`src/rtl/vslt_pkg.sv`:
```
package vslt_pkg;

    localparam int ROW_BYTES_DEF   = 64;
    localparam int STORE_ROWS_DEF  = 512;
    localparam int LINE_REPEAT_DEF = 3;

    localparam int H_VISIBLE    = 1024;
    localparam int H_SYNC_START = 1048;
    localparam int H_SYNC_END   = 1184;
    localparam int H_TOTAL      = 1344;
    localparam int V_VISIBLE    = 768;
    localparam int V_SYNC_START = 771;
    localparam int V_SYNC_END   = 777;
    localparam int V_TOTAL      = 806;

    localparam int COL_W      = 11;
    localparam int LINE_W     = 10;
    localparam int ADDR_IN_W  = 15;
    localparam int DATA_W     = 8;
    localparam int PIX_W      = 3;
    localparam int SUB_W      = 4;
    localparam int BYTE_IDX_W = 6;
    localparam int ROW_OFS_W  = 9;
    localparam int APB_ADDR_W = 3;
    localparam int APB_DATA_W = 32;

    localparam logic [ROW_OFS_W-1:0] ROW_OFFSET_RESET = 9'd41;
    localparam logic [PIX_W-1:0]     MONO_ON          = 3'd7;
    localparam logic [PIX_W-1:0]     PIX_BLANK        = 3'd0;

    localparam logic REG_COLOR_MODE = 1'b0;
    localparam logic REG_ROW_OFFSET = 1'b1;

    localparam logic KIND_WRITE = 1'b0;
    localparam logic KIND_TICK  = 1'b1;

    typedef struct packed {
        logic                 color_mode;
        logic [ROW_OFS_W-1:0] row_offset;
    } cfg_t;

    typedef struct packed {
        logic                  hsync;
        logic                  vsync;
        logic                  data_enable;
        logic [SUB_W-1:0]      sub;
        logic [BYTE_IDX_W-1:0] byte_idx;
        logic [LINE_W-1:0]     line_quot;
    } timing_t;

    // number of conditional subtractions of modulus<<k that bring max_val below modulus
    function automatic int reduce_steps(int max_val, int modulus);
        int n;
        n = 0;
        for (int k = 0; k < 16; k++)
        begin
            if ((modulus << k) <= max_val)
            begin
                n = k + 1;
            end
        end
        return n;
    endfunction

    function automatic logic [PIX_W-1:0] colour_code(logic [1:0] pair);
        logic [PIX_W-1:0] code;
        unique case (pair)
            2'd0: code = 3'd0;
            2'd1: code = 3'd4;
            2'd2: code = 3'd2;
            2'd3: code = 3'd1;
        endcase
        return code;
    endfunction

endpackage

```
`src/rtl/vslt_regs.sv`:
```
module vslt_regs
    import vslt_pkg::*;
(
    input  logic                  clk,
    input  logic                  rst_n,
    input  logic                  psel,
    input  logic                  penable,
    input  logic                  pwrite,
    input  logic [APB_ADDR_W-1:0] paddr,
    input  logic [APB_DATA_W-1:0] pwdata,
    output logic [APB_DATA_W-1:0] prdata,
    output logic                  pready,
    output cfg_t                  cfg
);

    logic                 color_mode_reg;
    logic [ROW_OFS_W-1:0] row_offset_reg;
    logic                 reg_idx;
    logic                 wr_req;

    assign pready  = 1'b1;
    assign reg_idx = paddr[2];
    assign wr_req  = psel && penable && pwrite && pready;

    always_ff @(posedge clk or negedge rst_n)
    begin
        if (!rst_n)
        begin
            color_mode_reg <= 1'b0;
            row_offset_reg <= ROW_OFFSET_RESET;
        end
        else if (wr_req)
        begin
            unique case (reg_idx)
                REG_COLOR_MODE: color_mode_reg <= pwdata[0];
                REG_ROW_OFFSET: row_offset_reg <= pwdata[ROW_OFS_W-1:0];
            endcase
        end
    end

    always_comb
    begin
        unique case (reg_idx)
            REG_COLOR_MODE: prdata = APB_DATA_W'(color_mode_reg);
            REG_ROW_OFFSET: prdata = APB_DATA_W'(row_offset_reg);
        endcase
    end

    assign cfg.color_mode = color_mode_reg;
    assign cfg.row_offset = row_offset_reg;

endmodule

```
`config.mk`:
```
export PLATFORM = sky130hd
export DESIGN_NAME = vslt_regs
export DESIGN_NICKNAME = d
export VERILOG_FILES = /design/src/rtl/vslt_pkg.sv /design/src/rtl/vslt_regs.sv
export SDC_FILE = /design/constraint.sdc
export NUM_CORES = 1
export LEC_CHECK = 0
export CORE_AREA = 2 2 39 41
export CTS_BUF_LIST = sky130_fd_sc_hd__clkbuf_8
export DETAILED_ROUTE_END_ITERATION = 8
export DIE_AREA = 0 0 41 43
export DONT_BUFFER_PORTS = 1
export HOLD_SLACK_MARGIN = 0.05
export PLACE_DENSITY = 0.72
export SYNTH_ARGS = -nofsm -noshare
export SYNTH_HDL_FRONTEND = slang
export SYNTH_SLANG_ARGS = --single-unit
```
`constraint.sdc`:
```
create_clock -name clk -period 1.1 [get_ports clk]
set_input_delay 0.11 -clock clk [delete_from_list [all_inputs] [get_ports clk]]
set_output_delay 0.11 -clock clk [all_outputs]
set_load 0.02 [all_outputs]
```
# --- Word-level counts from Yosys, hierarchy flattened ---
# Cells that the tools add are included.
totals:
  register_bits: 10
  input_bits: 40
  wordCells: 8
op_classes:
  muxes: 1
  bitwise_logic: 1
  n_reduce_logical: 4
op_table:
  columns: ["op", "count"]
  rows:
  - ["one-hot mux 32 bit (2 select lines)", 1]
  - ["AND reduction 2 bit", 2]
  - ["logical AND 1 bit", 2]
  - ["NOT 1 bit", 1]

# --- Logic depth before layout (Yosys ltp) ---
depth:
  depth_word: 3
  mapped_depth: 3

# --- Least setup slack after synthesis ---
# No wires, ideal clock.
synth_path:
  path_type: "register -> output"
  startpoint: "reg row_offset_reg[3]"
  endpoint: "out prdata[3]"
  t_arrival_ns: 0.819
  slack_ns: 0.171
  path_stages_with_launch: 2
  path_cell_list: "dfstp_2 > and2_1"
synth_via:
  elab_chain_cells: 1
synth_lines:
  columns: ["element", "line_no", "source"]
  rows:
  - ["from (decl)", "vslt_regs.sv:17", "logic [ROW_OFS_W-1:0] row_offset_reg;"]
  - ["from (signal assigned)", "vslt_regs.sv:36", "REG_ROW_OFFSET: row_offset_reg <= pwdata[ROW_OFS_W-1:0];"]
  - ["one-hot mux 32 bit (2 select lines)", "vslt_regs.sv:43", "unique case (reg_idx)"]
  - ["to (decl)", "vslt_regs.sv:11", "output logic [APB_DATA_W-1:0] prdata,"]
# No other way between the ends. The select of a mux whose other input is x is not followed.

# --- Final worst setup path ---
layout_path:
  startpoint: "reg row_offset_reg[5]"
  endpoint: "out prdata[5]"
# The elaborated chain is that of the path after synthesis.

==> flow_metrics.tcl <==
set metrics [dict create \
    whs_ns 0.124 \
    rsz0062_at_grt "no" \
    maxCapViolCount 0 \
    coreArea_um2 1380 \
    antenna_found_initial 0 \
    vias_per_cell 4.35 \
    htree_num_levels 1 \
    max_stage_delay_ns 0.53 \
    pwr-share-seq 0.433 \
    grt_overflow_total 0 \
    port_buffers 0 \
    path_class "flip-flop to output port" \
    finalSetupTns_ns 0 \
    cts_buffer_depth 2 \
    crit_arrival_ns 0.97 \
    yosysTopAreaCellShare 0.289 \
    drive_gt1_frac 0.452 \
    die_width_um 41 \
    fill_cells 129 \
    yosysTopAreaCell "buf_4" \
    cts_tree "built" \
    grt_pass1_vias 394 \
    die_y_um 43 \
    final_core_util 0.544 \
    post-route-worst-setup-slack_ns 0.0234 \
    skew_ns 0 \
    largest_reg_flops 9 \
    drtIter0Drc 1 \
    ys_warn_count 0 \
    fin_crit_sh 0.979 \
    wl_per_cell_um 12.9 \
    hold_violations 0 \
    grt_usage 0.152 \
    die_area_um2 1760 \
    synth_area_um2 649 \
    post_cts.repair.setup_buffers 0 \
    clockPowerShare 0.270 \
    max_freq_mhz 929 \
    path_cells "and2_2" \
    power.switching_uw 494 \
    swShare 0.359 \
    p_total_uw 1380 \
    required_ns 0.99 \
    fin_crit_ns 1.08 \
    num_rows 14 \
    ys_ff_latch 10 \
    syn_to_final_growth_pct 16.0 \
    setup_viol_count_final 0 \
    crit_path_start_kind "flip-flop" \
    irDropWorstVdd_mv 1.21 \
    nets 114 \
    insertion_delay_ns 0.23 \
    vias 387 \
    drv_slew 0 \
    hold_class "input pin to flip-flop" \
    cts-root-buf "clkbuf_8" \
    io_pins 83 \
    ys_seq_area_frac 0.391 \
    hpwl_um 826 \
    cts_made_buffers 3 \
    path_clk_slew_ns 0.05 \
    crit_path_max_fanout 3 \
    dr.pass1.iters 2 \
    gp_congestion 0.559 \
    ys_types 10 \
    yosys-top-cells-area "buf_4, dfrtp_1, mux2_2" \
    cts_sinks 10 \
    grt_max_degree 12 \
    power_density_nw_per_um2 1830 \
    cp_slowest_cell "dfstp_2" \
    start_util 0.469 \
    synthCells 59 \
    ant_nets 0 \
    internal_power_uw 884 \
    worst_setup_path_end_kind "output port" \
    path_delay_family "flip-flops" \
    p_leak_uw 0.000364 \
    syn_avg_cell_area_um2 11.0 \
    grt_pass1_wl_mm 1.70 \
    cp_num_buf_inv 0 \
    diodes 0 \
    drt_wl_total_mm 1.15 \
    drc 0 \
    dp_slack_ns 0.189 \
    outcome "completed" \
    p_comb_frac 0.297 \
]
[cell type report]
type                    count  area, um2  share of cell area
repair buffers             14        130               0.173
well taps                  16       20.0              0.0266
clock inverters             1       3.75             0.00498
flip-flops and latches     10        259               0.344
multi-input cells          45        299               0.397
clock buffers               3       41.3              0.0548
[final timing paths]
path	from	endpoint	slack, ns	cells past startpoint
worst max-delay path	row_offset_reg[5]$_DFFE_PN1P_	prdata[5]	0.02	1
worst max register to register	row_offset_reg[6]$_DFFE_PN0P_	row_offset_reg[6]$_DFFE_PN0P_	0.24	1
worst min-delay path	penable	color_mode_reg$_DFFE_PN0P_	0.12	2
max in group asynchronous	rst_n	row_offset_reg[5]$_DFFE_PN1P_	0.50	1
worst min register to register	color_mode_reg$_DFFE_PN0P_	color_mode_reg$_DFFE_PN0P_	0.53	1
min in group asynchronous	rst_n	row_offset_reg[7]$_DFFE_PN0P_	0.26	1
[synth_stat cells, drive strengths merged]
cell type  instances
and2               8
dfstp              3
nand4              1
conb               2
mux2              11
nand4b             1
buf               26
dfrtp              7
[what timing repair did]
action,CTS,global route
hold buffers,10,0
endpoints found under the hold margin,20,0
endpoints found under the setup margin,4,7
gates cloned,0,0
resized for setup,4,9
[cells by family after synthesis]
kind of cell | Yosys count | share of synthesized area
buffers and inverters | 26 | 0.297
flip-flops | 10 | 0.391
multiplexers | 11 | 0.191
AND/OR/NAND/NOR | 10 | 0.110
other | 2 | 0.0116
[power groups by stage]
stage               registers (uW)  logic [uW]  clock network, uW
floorplan                      614         340                  0
global placement               589         352                  0
detailed placement             594         359                  0
CTS                            589         399                389
global route                   611         437                400
finish                         596         409                373
[layout by cell type (no fill, tap or decap), types with 3 or more instances in the layout]
cell and instances:
dlygate4sd3_1 10, dfrtp_1 3, dfstp_2 3, dfrtp_2 4, clkbuf_8 3, conb_1 24
buf_4 4, mux2_2 9, and2_2 8
[stage by stage]
stage                     cells  area, um2
after floorplan              81        732
after global placement       75        589
after detailed placement     75        589
after CTS                    89        739
after global routing         89        753
final                        89        753
[layer usage]
metal	wire length, um	vias to the layer above	track usage
met5	0	-	0
met4	0	0	0.100
met3	133	0	0.0471
met2	632	35	0.247
met1	385	182	0.156
li1	-	170	-
(Power assumes the default switching activity.)
