## config.mk

```make
export PLATFORM = sky130hd
export DESIGN_NAME = vslt_timing
export DESIGN_NICKNAME = d
export VERILOG_FILES = /design/src/rtl/vslt_pkg.sv /design/src/rtl/vslt_timing.sv
export SDC_FILE = /design/constraint.sdc
export NUM_CORES = 1
export LEC_CHECK = 0
export BUFFER_PORTS_ARGS = -buffer_cell sky130_fd_sc_hd__buf_2
export CAP_MARGIN = 20
export CORE_MARGIN = 2
export CORE_UTILIZATION = 40
export DETAILED_ROUTE_END_ITERATION = 7
export PLACE_DENSITY = 0.58
export SETUP_SLACK_MARGIN = 0.02
export SLEW_MARGIN = 20
export SYNTH_ARGS = -nofsm -noshare
export SYNTH_HDL_FRONTEND = slang
export SYNTH_SLANG_ARGS = --single-unit
```

## constraint.sdc

```tcl
create_clock -name clk -period 4.1 [get_ports clk]
set_input_delay 0.82 -clock clk [delete_from_list [all_inputs] [get_ports clk]]
set_output_delay 0.82 -clock clk [all_outputs]
set_load 0.03 [all_outputs]
```

## src/rtl/vslt_pkg.sv

```systemverilog
package vslt_pkg;

    localparam int ROW_BYTES_DEF   = 64;
    localparam int STORE_ROWS_DEF  = 512;
    localparam int LINE_REPEAT_DEF = 3;

    localparam int H_VISIBLE    = 1024;
    localparam int H_SYNC_START = 1048;
    localparam int H_SYNC_END   = 1184;
    localparam int H_TOTAL      = 1344;
    localparam int V_VISIBLE    = 768;
    localparam int V_SYNC_START = 771;
    localparam int V_SYNC_END   = 777;
    localparam int V_TOTAL      = 806;

    localparam int COL_W      = 11;
    localparam int LINE_W     = 10;
    localparam int ADDR_IN_W  = 15;
    localparam int DATA_W     = 8;
    localparam int PIX_W      = 3;
    localparam int SUB_W      = 4;
    localparam int BYTE_IDX_W = 6;
    localparam int ROW_OFS_W  = 9;
    localparam int APB_ADDR_W = 3;
    localparam int APB_DATA_W = 32;

    localparam logic [ROW_OFS_W-1:0] ROW_OFFSET_RESET = 9'd41;
    localparam logic [PIX_W-1:0]     MONO_ON          = 3'd7;
    localparam logic [PIX_W-1:0]     PIX_BLANK        = 3'd0;

    localparam logic REG_COLOR_MODE = 1'b0;
    localparam logic REG_ROW_OFFSET = 1'b1;

    localparam logic KIND_WRITE = 1'b0;
    localparam logic KIND_TICK  = 1'b1;

    typedef struct packed {
        logic                 color_mode;
        logic [ROW_OFS_W-1:0] row_offset;
    } cfg_t;

    typedef struct packed {
        logic                  hsync;
        logic                  vsync;
        logic                  data_enable;
        logic [SUB_W-1:0]      sub;
        logic [BYTE_IDX_W-1:0] byte_idx;
        logic [LINE_W-1:0]     line_quot;
    } timing_t;

    // number of conditional subtractions of modulus<<k that bring max_val below modulus
    function automatic int reduce_steps(int max_val, int modulus);
        int n;
        n = 0;
        for (int k = 0; k < 16; k++)
        begin
            if ((modulus << k) <= max_val)
            begin
                n = k + 1;
            end
        end
        return n;
    endfunction

    function automatic logic [PIX_W-1:0] colour_code(logic [1:0] pair);
        logic [PIX_W-1:0] code;
        unique case (pair)
            2'd0: code = 3'd0;
            2'd1: code = 3'd4;
            2'd2: code = 3'd2;
            2'd3: code = 3'd1;
        endcase
        return code;
    endfunction

endpackage

```

## src/rtl/vslt_timing.sv

```systemverilog
module vslt_timing
    import vslt_pkg::*;
#(
    parameter int LINE_REPEAT = LINE_REPEAT_DEF
)
(
    input  logic    clk,
    input  logic    rst_n,
    input  logic    advance,
    output timing_t timing
);

    localparam int REP_W = (LINE_REPEAT > 1) ? $clog2(LINE_REPEAT) : 1;
    localparam logic [REP_W-1:0] REP_LAST = REP_W'(LINE_REPEAT - 1);

    logic [COL_W-1:0]  col_reg, col_next;
    logic [LINE_W-1:0] line_reg, line_next;
    logic [REP_W-1:0]  rep_reg, rep_next;
    logic [LINE_W-1:0] quot_reg, quot_next;

    always_comb
    begin
        col_next  = col_reg;
        line_next = line_reg;
        rep_next  = rep_reg;
        quot_next = quot_reg;
        if (advance)
        begin
            if (col_reg == COL_W'(H_TOTAL - 1))
            begin
                col_next = '0;
                if (line_reg == LINE_W'(V_TOTAL - 1))
                begin
                    line_next = '0;
                    rep_next  = '0;
                    quot_next = '0;
                end
                else
                begin
                    line_next = line_reg + 1'b1;
                    if (rep_reg == REP_LAST)
                    begin
                        rep_next  = '0;
                        quot_next = quot_reg + 1'b1;
                    end
                    else
                    begin
                        rep_next = rep_reg + 1'b1;
                    end
                end
            end
            else
            begin
                col_next = col_reg + 1'b1;
            end
        end
    end

    always_ff @(posedge clk or negedge rst_n)
    begin
        if (!rst_n)
        begin
            col_reg  <= '0;
            line_reg <= '0;
            rep_reg  <= '0;
            quot_reg <= '0;
        end
        else
        begin
            col_reg  <= col_next;
            line_reg <= line_next;
            rep_reg  <= rep_next;
            quot_reg <= quot_next;
        end
    end

    assign timing.hsync = !((col_reg >= COL_W'(H_SYNC_START)) && (col_reg < COL_W'(H_SYNC_END)));
    assign timing.vsync = !((line_reg >= LINE_W'(V_SYNC_START))
                            && (line_reg < LINE_W'(V_SYNC_END)));
    assign timing.data_enable = (col_reg < COL_W'(H_VISIBLE)) && (line_reg < LINE_W'(V_VISIBLE));
    assign timing.sub       = col_reg[SUB_W-1:0];
    assign timing.byte_idx  = col_reg[SUB_W +: BYTE_IDX_W];
    assign timing.line_quot = quot_reg;

`ifndef ASSERT_OFF
    a_col_range: assert property (@(posedge clk) disable iff (!rst_n)
        col_reg < COL_W'(H_TOTAL))
        else $error("pixel column out of range");
    a_line_range: assert property (@(posedge clk) disable iff (!rst_n)
        line_reg < LINE_W'(V_TOTAL))
        else $error("line number out of range");
    a_rep_range: assert property (@(posedge clk) disable iff (!rst_n)
        rep_reg <= REP_LAST)
        else $error("line repeat counter out of range");
`endif

endmodule

```

* Word-level counts from Yosys, hierarchy flattened
Index checks and enable logic that the tools add are counted.
** Cells by class
- $add $sub $neg :: 4
- Magnitude comparators :: 6
- Eq/ne operators :: 3
- Mux-type cells :: 6
- Reductions and logical operators :: 8
** Operators with widths (number)
- $mux 10 :: 3
- $lt 11x11->1 const B :: 2
- $add 10x1->10 const B :: 2
- $lt 10x10->1 const B :: 2
- $add 11x1->11 const B :: 1
- $eq 11x11->1 const B :: 1
- $ge 11x11->1 const B :: 1
- $mux 11 :: 1
- $eq 10x10->1 const B :: 1
- $ge 10x10->1 const B :: 1
- $mux 2 :: 2
- $logic_and 1x1->1 :: 3
- $reduce_and 3->1 :: 1
- $add 2x1->2 const B :: 1
- $eq 2x2->1 const B :: 1
- $logic_not 1->1 :: 2
- $reduce_and 2->1 :: 1
- $reduce_bool 2->1 :: 1
** Word-level totals
- Flip-flop bits (word level) :: 33
- Input bits :: 3
- Logic and storage cells :: 31

* Longest topological paths before layout
Gate-level depths: netlist of run 1.
- Depth in word-level cells :: 3
- Gate-level depth with buffers :: 8
- Mapped depth without buffers :: 6

* Worst setup path after synthesis of run 1
No wires, ideal clock.
- Path type :: register to output
- Start :: register col_reg[7]
- End :: output port timing[22] (netlist name)
- Data arrival time :: 1.394 ns
- Setup slack :: 1.886 ns
- Stages on the path, launching flop included :: 3
- Path through :: dfrtp_1 or4b_2 nand4_1
** RTL lines
- start, declared :: RTL line vslt_timing.sv:16 : logic [COL_W-1:0] col_reg, col_next;
- start signal, assigned :: RTL line vslt_timing.sv:70 : col_reg <= col_next;
- end, declared :: RTL line vslt_timing.sv:10 : output timing_t timing

==> flow_metrics.env, run 1 <==
export IMPL_critical_path_endpoint_type="output port"
export IMPL_antenna_left=0
export IMPL_ctsResizeCount=0
export IMPL_fmax_mhz=388
export IMPL_setup_viol=0
export IMPL_peakVddDrop_uv=215
export IMPL_period_needed_ns=2.58
export IMPL_grt_max_degree=34
export IMPL_htree_levels=2
export IMPL_p_int_uw=520
export IMPL_clock_sinks=33
export IMPL_fill_cells=470
export IMPL_synth_top_area_frac=0.410
export IMPL_ys_seq_area_frac=0.410
export IMPL_worstPathRequired_ns=3.28
export IMPL_antenna_found_initial=0
export IMPL_hp_start="line_reg[7]"
export IMPL_slew_headroom=0.492
export IMPL_drt_total_wl_um=3990
export IMPL_route_detailed_drc=0
export IMPL_syn_inst=205
export IMPL_stdcell_area_um2=2140
export IMPL_cts_tree="built"
export IMPL_cts_buffers=5
export IMPL_cts_setup_buffers=0
export IMPL_worstSetupStartpointType="flip-flop"
export IMPL_hold_path_class="reg2reg"
export IMPL_gp_congestion=0.791
export IMPL_yosys_warnings=0
export IMPL_num_vias=1586
export IMPL_reg2reg_from="col_reg[1]"
export IMPL_post_drt_via_cell_ratio=5.55
export IMPL_antenna_cells=0
export IMPL_fin_ws_ns=1.52
export IMPL_hold_end="line_reg[7]"
export IMPL_timing_final_crit_share=0.628
export IMPL_syn_to_final_growth_pct=6.33
export IMPL_portBuffers=25
export IMPL_core_area_um2=4790
export IMPL_avgSynthCellArea_um2=9.83
export IMPL_drt_initial_drc_count=47
export IMPL_stdcell_count=286
export IMPL_worst_r2r_cell_count=5
export IMPL_utilization=0.448
export IMPL_multi_input_area_um2=1010
export IMPL_clock_latency_ns=0.28
export IMPL_grt_pass1_vias=1371
export IMPL_pwr_share_clk=0.304
export IMPL_ys_flop_type="dfrtp_1"
export IMPL_rsz0062_at_grt="no"
export IMPL_seq_area_um2=826
export IMPL_drive_above_1_share=0.192
export IMPL_tns_ns=0
export IMPL_num_io_pins=26
export IMPL_die_y_um=75.0
export IMPL_power_switching_uw=254
export IMPL_synth_cell_types=45
export IMPL_powerDensity_nw_per_um2=361
export IMPL_async_flop_share=1.00
export IMPL_syn_cell_area_um2=2020
export IMPL_ys_ff_latch=33
export IMPL_fin_worst_skew_ns=0.00563
export IMPL_cap_violations=0
export IMPL_row_count=25
export IMPL_rr_endpoint="quot_reg[1]"
export IMPL_worst_path_max_fanout=7
export IMPL_worst_ep_arrival_time_ns=1.76
export IMPL_grt_pass1_wl_um=6610
export IMPL_p_leak_uw=0.000987
export IMPL_ff2ff_setup_slack_ns=1.75
export IMPL_root_buffer="clkbuf_8"
export IMPL_dieArea_um2=5620
export IMPL_post_dp_hpwl_um=2710
export IMPL_grt_util_all_layers=0.157
export IMPL_synth_area_top_cells="dfrtp_1 (41%), a22o_1 (4.8%), o21ai_0 (4.5%)"
export IMPL_synth_edf_count=0
export IMPL_clk_pin_slew_ns=0.07
export IMPL_routedWlPerCell_um=13.9
export IMPL_final_hold_violation_count=0
export IMPL_min_path_cells=1
export IMPL_p_seq_frac=0.503
export IMPL_timing_worst_setup_path_type="reg2out"
export IMPL_tightestPinTransition_ns=0.759
export IMPL_swShare=0.328
export IMPL_gr_total_overflow=0
export IMPL_cts_path_max_buffers=2
export IMPL_finalMaxSlewViolations=0
export IMPL_place_area_um2=2060
export IMPL_initial_core_util=0.421
export IMPL_die_w_um=75.0
export IMPL_postCtsHoldBufs=0
export IMPL_yosysTopAreaCell="dfrtp_1"
export IMPL_placedCellCount=278
export IMPL_status="completed"
export IMPL_syn_num_nets=214
export IMPL_pre_cts_slack_ns=1.39
export IMPL_largest_reg_flops=11
export IMPL_nets=227
export IMPL_drt_first_pass_iters=4
export IMPL_p_comb_frac=0.193
-- critical path, cell delays in order, from the launching register on --
cell	delay, ns
dfrtp_1	0.48
or4b_2	0.70
nand4_1	0.10
buf_2	0.19
-- cell usage after synthesis (5+ instances only) --
| master | number |
|---|---|
| dfrtp_1 | 33 |
| inv_1 | 5 |
| a21oi_1 | 5 |
| o21ai_0 | 18 |
| buf_4 | 12 |
| ha_1 | 6 |
| nor4_1 | 5 |
| and3_1 | 5 |
| nand2_1 | 15 |
| nand4_1 | 5 |
| nand3_1 | 7 |
| nor2_1 | 11 |
| nor3_1 | 9 |
| a22o_1 | 11 |
| and2_1 | 5 |
-- power groups by stage --
stage / clock network (uW) / registers (uW) / logic (uW)
6_report: 235 / 389 / 149
5_1_grt: 258 / 395 / 163
3_5_place_dp: 0 / 396 / 151
4_1_cts: 245 / 389 / 151
2_1_floorplan: 0 / 385 / 151
3_3_place_gp: 0 / 395 / 150
-- worst max-delay path by stage --
stage / slack [ns] / startpoint / depth (start not counted) / end
finish: 1.52 / col_reg[7] / 3 / timing[22]
global placement: 1.39 / advance / 5 / quot_reg[1]
detailed placement: 1.39 / advance / 5 / quot_reg[1]
global route: 1.45 / col_reg[7] / 3 / timing[22]
floorplan: 1.89 / col_reg[7] / 2 / timing[22]
CTS: 1.50 / col_reg[7] / 3 / timing[22]
-- cell type report --
| class | count | share of cell area |
|---|---|---|
| multi-input combinational | 148 | 0.470 |
| sequential | 33 | 0.385 |
| timing repair buffer | 25 | 0.0584 |
| tap | 67 | 0.0391 |
| clock buffer | 6 | 0.0339 |
| inverter | 5 | 0.00876 |
| clock inverter | 2 | 0.00467 |
-- cells in the final DEF, fill, tap and decap left out, drive strengths merged, types with 3 or more instances in the layout --
master	count
nor2b	3
or3	3
nor4	7
o21ai	21
nand3	7
ha	6
nand2	15
a21oi	5
and4	3
nand4	6
nor3	10
a21o	4
and3	5
clkbuf	6
dfrtp	33
xor2	4
inv	5
xnor2	3
nand2b	4
nor2	11
and2	5
buf	25
a22o	11
-- per-layer routing --
metal,GRT usage,routed length [um],up-vias
li1,-,-,772
met3,0.0442,150,5
met1,0.216,1930,778
met4,0.0536,53,0
met2,0.239,1850,31
met5,0,0,-
-- logic make-up (layout without fill, tap and decap cells) --
| logic type | after synthesis | count (layout) | synth area share |
|---|---|---|---|
| compound gates | 48 | 48 | 0.165 |
| xor+xnor | 7 | 7 | 0.0304 |
| flops | 33 | 33 | 0.410 |
| fa+ha+maj | 6 | 6 | 0.0372 |
| simple gates | 86 | 86 | 0.262 |
| mux | 1 | 1 | 0.00497 |
| buf+inv | 24 | 38 | 0.0906 |
-- metrics by stage --
| step | hold WS (ns) | power (uW) |
|---|---|---|
| detailed placement | 0.481 | 547 |
| floorplan | 0.457 | 536 |
| finish | 0.492 | 774 |
| global route | 0.519 | 816 |
| global placement | 0.478 | 545 |
| CTS | 0.497 | 786 |
Power figures use the tool's default switching activity.
==> run 2, diff against run 1 <==
==> constraint.sdc (replaced) <==
create_clock -name clk -period 2.5 [get_ports clk]
set_input_delay 0.5 -clock clk [delete_from_list [all_inputs] [get_ports clk]]
set_output_delay 0.5 -clock clk [all_outputs]
set_load 0.03 [all_outputs]
==> run 2 against run 1 <==
Net effect:
- setup slack got worse by 1.3 ns
- routed wire length up 2.1%
- via count rose by 0.38%
- combinational power increased by 64%
- final cell count is 1.0% higher
- global-route usage up 0.65 points
- worst hold slack got worse by 0.20 ns
==> flow_metrics.env, run 2 (same netlist as run 1, synthesis figures left out) <==
export IMPL_period_needed_ns=2.26
export IMPL_cts_buffers=5
export IMPL_final_hold_violation_count=0
export IMPL_gp_congestion=0.778
export IMPL_syn_to_final_growth_pct=8.38
export IMPL_drt_first_pass_iters=4
export IMPL_post_drt_via_cell_ratio=5.51
export IMPL_worst_ep_arrival_time_ns=1.76
export IMPL_clock_latency_ns=0.29
export IMPL_grt_pass1_wl_um=6930
export IMPL_slowest_stage="or4b_2"
export IMPL_worst_hold_slack_ns=0.288
export IMPL_initial_core_util=0.421
export IMPL_gr_total_overflow=0
export IMPL_num_io_pins=26
export IMPL_crit_path_cell_trace="or4b_2 -> nand4_1 -> buf_2"
export IMPL_die_w_um=75.0
export IMPL_worst_path_max_fanout=7
export IMPL_post_dp_hpwl_um=2790
export IMPL_largest_reg_flops=11
export IMPL_critical_path_endpoint_type="output port"
export IMPL_p_leak_uw=0.00101
export IMPL_utilization=0.456
export IMPL_route_detailed_drc=0
export IMPL_htree_levels=2
export IMPL_portBuffers=25
export IMPL_routedWlPerCell_um=14.1
export IMPL_worstSetupStartpointType="flip-flop"
export IMPL_hold_path_class="in2async"
export IMPL_num_vias=1592
export IMPL_setup_viol=0
export IMPL_grt_max_degree=34
export IMPL_drt_total_wl_um=4070
export IMPL_ctsResizeCount=0
export IMPL_timing_final_crit_share=0.905
export IMPL_antenna_found_initial=0
export IMPL_powerDensity_nw_per_um2=612
export IMPL_cts_tree="built"
export IMPL_core_area_um2=4790
export IMPL_grt_pass1_vias=1452
export IMPL_postCtsHoldBufs=0
export IMPL_grt_util_all_layers=0.164
export IMPL_dieArea_um2=5620
export IMPL_timing_worst_setup_path_type="reg2out"
export IMPL_slew_headroom=0.476
export IMPL_final_common_cell="dfrtp_1"
export IMPL_rsz0062_at_grt="no"
export IMPL_nets=230
export IMPL_clock_sinks=33
export IMPL_antenna_cells=0
export IMPL_drive_above_1_share=0.207
export IMPL_peakVddDrop_uv=284
export IMPL_die_y_um=75.0
export IMPL_fmax_mhz=442
export IMPL_root_buffer="clkbuf_8"
export IMPL_final_cell_mix="dfrtp_1 (33), buf_2 (25), o21ai_0 (18)"
export IMPL_antenna_left=0
export IMPL_fin_worst_skew_ns=0.00174
export IMPL_finalMaxSlewViolations=0
export IMPL_cts_setup_buffers=0
export IMPL_cts_path_max_buffers=2
export IMPL_tns_ns=0
export IMPL_cap_violations=0
export IMPL_tightestPinTransition_ns=0.786
export IMPL_status="completed"
export IMPL_clk_pin_slew_ns=0.07
export IMPL_drt_initial_drc_count=89
export IMPL_worstPathRequired_ns=2.00
export IMPL_critPathMaxStageDelay_ns=0.70
export IMPL_row_count=25
==> run 2: metrics by stage <==
stage / setup WS, ns / instances / power [uW] / area (um^2)
2_1_floorplan: 0.606 / 205 / 879 / 2020
3_3_place_gp: 0.495 / 281 / 893 / 2080
3_5_place_dp: 0.445 / 281 / 898 / 2080
4_1_cts: 0.229 / 289 / 1350 / 2180
5_1_grt: 0.170 / 289 / 1420 / 2180
6_report: 0.238 / 289 / 1340 / 2180
==> run 2: area by class of cell <==
type | instances | area, um^2
Timing Repair Buffer | 28 | 148
Fill cell | 464 | 2600
Multi-Input combinational cell | 148 | 1010
Inverter | 5 | 18.8
Clock buffer | 7 | 96.3
Clock inverter | 1 | 5.00
Sequential cell | 33 | 826
Tap cell | 67 | 83.8
==> run 2: path summary, 6_finish.rpt <==
check / to / slack (ns) / start / depth (start not counted)
worst min-delay path: col_reg[9] / 0.29 / rst_n / 1
worst max register to register: line_reg[9] / 0.46 / col_reg[1] / 5
max in group asynchronous: quot_reg[5] / 1.71 / rst_n / 1
min in group clk: col_reg[0] / 0.48 / advance / 2
worst min register to register: line_reg[7] / 0.49 / line_reg[7] / 1
worst max-delay path: timing[22] / 0.24 / col_reg[7] / 3
==> run 2: critical path, delay by kind of cell (launching register included) <==
family	cells	cell delay, ns
flops	1	0.48
buf+inv	1	0.19
simple gates	2	0.80
==> run 2: routing by layer <==
layer	routed length [um]	global-route usage	share of wire	vias up
li1	-	-	-	779
met5	0	0	0	-
met4	22	0.0476	0.0054	0
met3	200	0.0535	0.049	2
met1	1920	0.211	0.47	770
met2	1930	0.263	0.47	41
==> run 2: report_power, final <==
group          switching [uW]  internal (uW)  leakage (uW)  total, uW
combinational             162           82.1      0.000509        244
clock                     206            249     0.0000542        455
sequential               62.3            577      0.000450        639
==> run 3, diff against run 2 <==
--- a/config.mk
+++ b/config.mk
@@ -5,12 +5,13 @@
 export SDC_FILE = /design/constraint.sdc
 export NUM_CORES = 1
 export LEC_CHECK = 0
+export ABC_AREA = 1
 export BUFFER_PORTS_ARGS = -buffer_cell sky130_fd_sc_hd__buf_2
 export CAP_MARGIN = 20
 export CORE_MARGIN = 2
 export CORE_UTILIZATION = 40
 export DETAILED_ROUTE_END_ITERATION = 7
-export PLACE_DENSITY = 0.58
+export PLACE_DENSITY = 0.57
 export SETUP_SLACK_MARGIN = 0.02
 export SLEW_MARGIN = 20
 export SYNTH_ARGS = -nofsm -noshare
==> run 3 against run 2 <==
Net effect:
- via count rose by 11%
- maximum frequency grew 3.8%
- routed wire length is 3.6% higher
- critical path depth increased by 1
- largest cell class unchanged
- first-iteration DRC count down 29%
- setup slack better by 0.083 ns
- total power increased by 19%
- sequential share of layout area down 2.8 points
- worst hold slack worse by 0.015 ns
==> flow_metrics.env, run 3 <==
export IMPL_status="completed"
export IMPL_ys_seq_area_frac=0.388
export IMPL_worst_path_max_fanout=7
export IMPL_async_flop_share=1.00
export IMPL_slowest_stage="dfrtp_1"
export IMPL_setup_viol=0
export IMPL_synth_top_area_frac=0.388
export IMPL_post_dp_hpwl_um=2980
export IMPL_nets=315
export IMPL_ff2ff_setup_slack_ns=0.87
export IMPL_dieArea_um2=5910
export IMPL_avgSynthCellArea_um2=7.43
export IMPL_worst_ep_arrival_time_ns=1.68
export IMPL_yosysTopAreaCell="dfrtp_1"
export IMPL_initial_core_util=0.416
export IMPL_synth_simple_gate_area_frac=0.341
export IMPL_critPathMaxStageDelay_ns=0.45
export IMPL_drt_initial_drc_count=63
export IMPL_tightestPinTransition_ns=0.753
export IMPL_cts_buffers=5
export IMPL_synthAdderAreaFrac=0.0353
export IMPL_critical_path_endpoint_type="output port"
export IMPL_fill_cells=552
export IMPL_seq_area_um2=826
export IMPL_syn_inst=286
export IMPL_finalMaxSlewViolations=0
export IMPL_synth_common_cells="nand2_1 (76), nor2_1 (36), inv_1 (35)"
export IMPL_crit_start="line_reg[0]"
export IMPL_largest_reg_flops=11
export IMPL_p_total_uw=1590
export IMPL_drt_first_pass_iters=4
export IMPL_post_drt_via_cell_ratio=4.68
export IMPL_stdcell_area_um2=2360
export IMPL_syn_to_final_growth_pct=11.0
export IMPL_ys_flop_type="dfrtp_1"
export IMPL_num_vias=1766
export IMPL_grt_pass1_vias=1538
export IMPL_timing_worst_setup_path_type="reg2out"
export IMPL_clock_sinks=33
export IMPL_num_io_pins=26
export IMPL_yosys_warnings=0
export IMPL_reg2reg_from="col_reg[0]"
export IMPL_tns_ns=0
export IMPL_route_detailed_drc=0
export IMPL_hold_path_class="in2async"
export IMPL_synth_edf_count=0
export IMPL_synth_top_family_by_area="simple AND/OR/NAND/NOR gates"
export IMPL_die_w_um=76.9
export IMPL_drive_above_1_share=0.156
export IMPL_placedCellCount=369
export IMPL_antenna_left=0
export IMPL_cts_path_max_buffers=2
export IMPL_worstPathRequired_ns=2.00
export IMPL_antenna_cells=0
export IMPL_powerDensity_nw_per_um2=673
export IMPL_postCtsHoldBufs=0
export IMPL_clk_pin_slew_ns=0.07
export IMPL_synth_area_top_cells="dfrtp_1 (39%), nand2_1 (13%), nor2_1 (6.4%)"
export IMPL_final_hold_violation_count=0
export IMPL_synth_mux_area_frac=0
export IMPL_drt_total_wl_um=4220
export IMPL_clock_latency_ns=0.29
export IMPL_gp_congestion=0.777
export IMPL_period_needed_ns=2.18
export IMPL_root_buffer="clkbuf_8"
export IMPL_yosysMostFrequentCell="nand2_1"
export IMPL_die_y_um=76.9
export IMPL_multi_input_area_um2=1060
export IMPL_final_cell_mix="nand2_1 (76), nor2_1 (36), inv_1 (35)"
export IMPL_cts_tree="built"
export IMPL_stdcell_count=377
export IMPL_grt_util_all_layers=0.152
export IMPL_routedWlPerCell_um=11.2
export IMPL_fmax_mhz=459
export IMPL_synth_cell_types=30
export IMPL_place_area_um2=2240
export IMPL_worst_r2r_cell_count=9
export IMPL_portBuffers=25
export IMPL_crit_path_cell_trace="ha_1 -> or2_2 -> o2111ai_1 -> buf_2"
export IMPL_rr_endpoint="line_reg[5]"
export IMPL_final_common_cell="nand2_1"
export IMPL_slew_headroom=0.498
export IMPL_cts_setup_buffers=0
export IMPL_grt_max_degree=34
export IMPL_syn_num_nets=295
export IMPL_row_count=26
export IMPL_grt_pass1_wl_um=7260
export IMPL_yosys_area_share_xor_xnor=0.0371
export IMPL_cap_violations=0
export IMPL_ys_ff_latch=33
export IMPL_gr_total_overflow=0
export IMPL_fin_worst_skew_ns=0.0139
export IMPL_synth_compound_gate_area_share=0.0865
export IMPL_timing_final_crit_share=0.872
export IMPL_syn_cell_area_um2=2130
export IMPL_rsz0062_at_grt="no"
export IMPL_htree_levels=2
export IMPL_antenna_found_initial=0
export IMPL_worstSetupStartpointType="flip-flop"
export IMPL_p_leak_uw=0.00122
export IMPL_peakVddDrop_uv=300
export IMPL_ctsResizeCount=0
export IMPL_worst_hold_slack_ns=0.273
export IMPL_core_area_um2=5110
## run 3: kinds of logic (layout without fill, tap and decap cells)
kind of cell             count (synthesis)  count (layout)
AND/OR/NAND/NOR                        155             155
buffers and inverters                   50              71
AO/OA/AOI/OAI                           33              33
flip-flops                              33              33
XOR/XNOR                                 9               9
adder cells (fa/ha/maj)                  6               6
## run 3: cell type report
class / instances / share of cell area
multi-input combinational: 203 / 0.450
timing repair buffer: 25 / 0.0530
clock buffer: 7 / 0.0366
sequential: 33 / 0.350
clock inverter: 1 / 0.0127
tap: 70 / 0.0371
inverter: 38 / 0.0604
## run 3: worst max-delay path by stage
| stage | end | slack (ns) | cells past startpoint |
|---|---|---|---|
| after detailed placement | timing[21] | 0.64 | 4 |
| after global routing | timing[21] | 0.25 | 4 |
| after CTS | timing[21] | 0.31 | 4 |
| after global placement | timing[21] | 0.64 | 4 |
| final | timing[21] | 0.32 | 4 |
| after floorplan | timing[21] | 0.51 | 3 |
## run 3: layer usage
metal	vias up	routed length [um]	GRT usage
met3	6	115	0.0365
met2	21	1940	0.239
li1	937	-	-
met4	0	61	0.0582
met1	802	2100	0.201
met5	-	0	0
## run 3: stage by stage
stage	utilization	setup slack (ns)
2_1_floorplan	-	0.515
3_3_place_gp	0.439	0.636
3_5_place_dp	0.439	0.639
4_1_cts	0.462	0.311
5_1_grt	0.462	0.250
6_report	0.462	0.320
## run 3: worst max-delay path, delay by kind of cell (launching register included)
kind                       cells  cell delay, ns
adders and majority gates      1            0.23
and+or+nand+nor                1            0.30
AOI/OAI and AO/OA              1            0.17
DFF                            1            0.45
buffers and inverters          1            0.23
## run 3: power breakdown
group	internal, uW	switching, uW
combinational	112	255
sequential	592	95.2
clock	325	209
total	1030	559
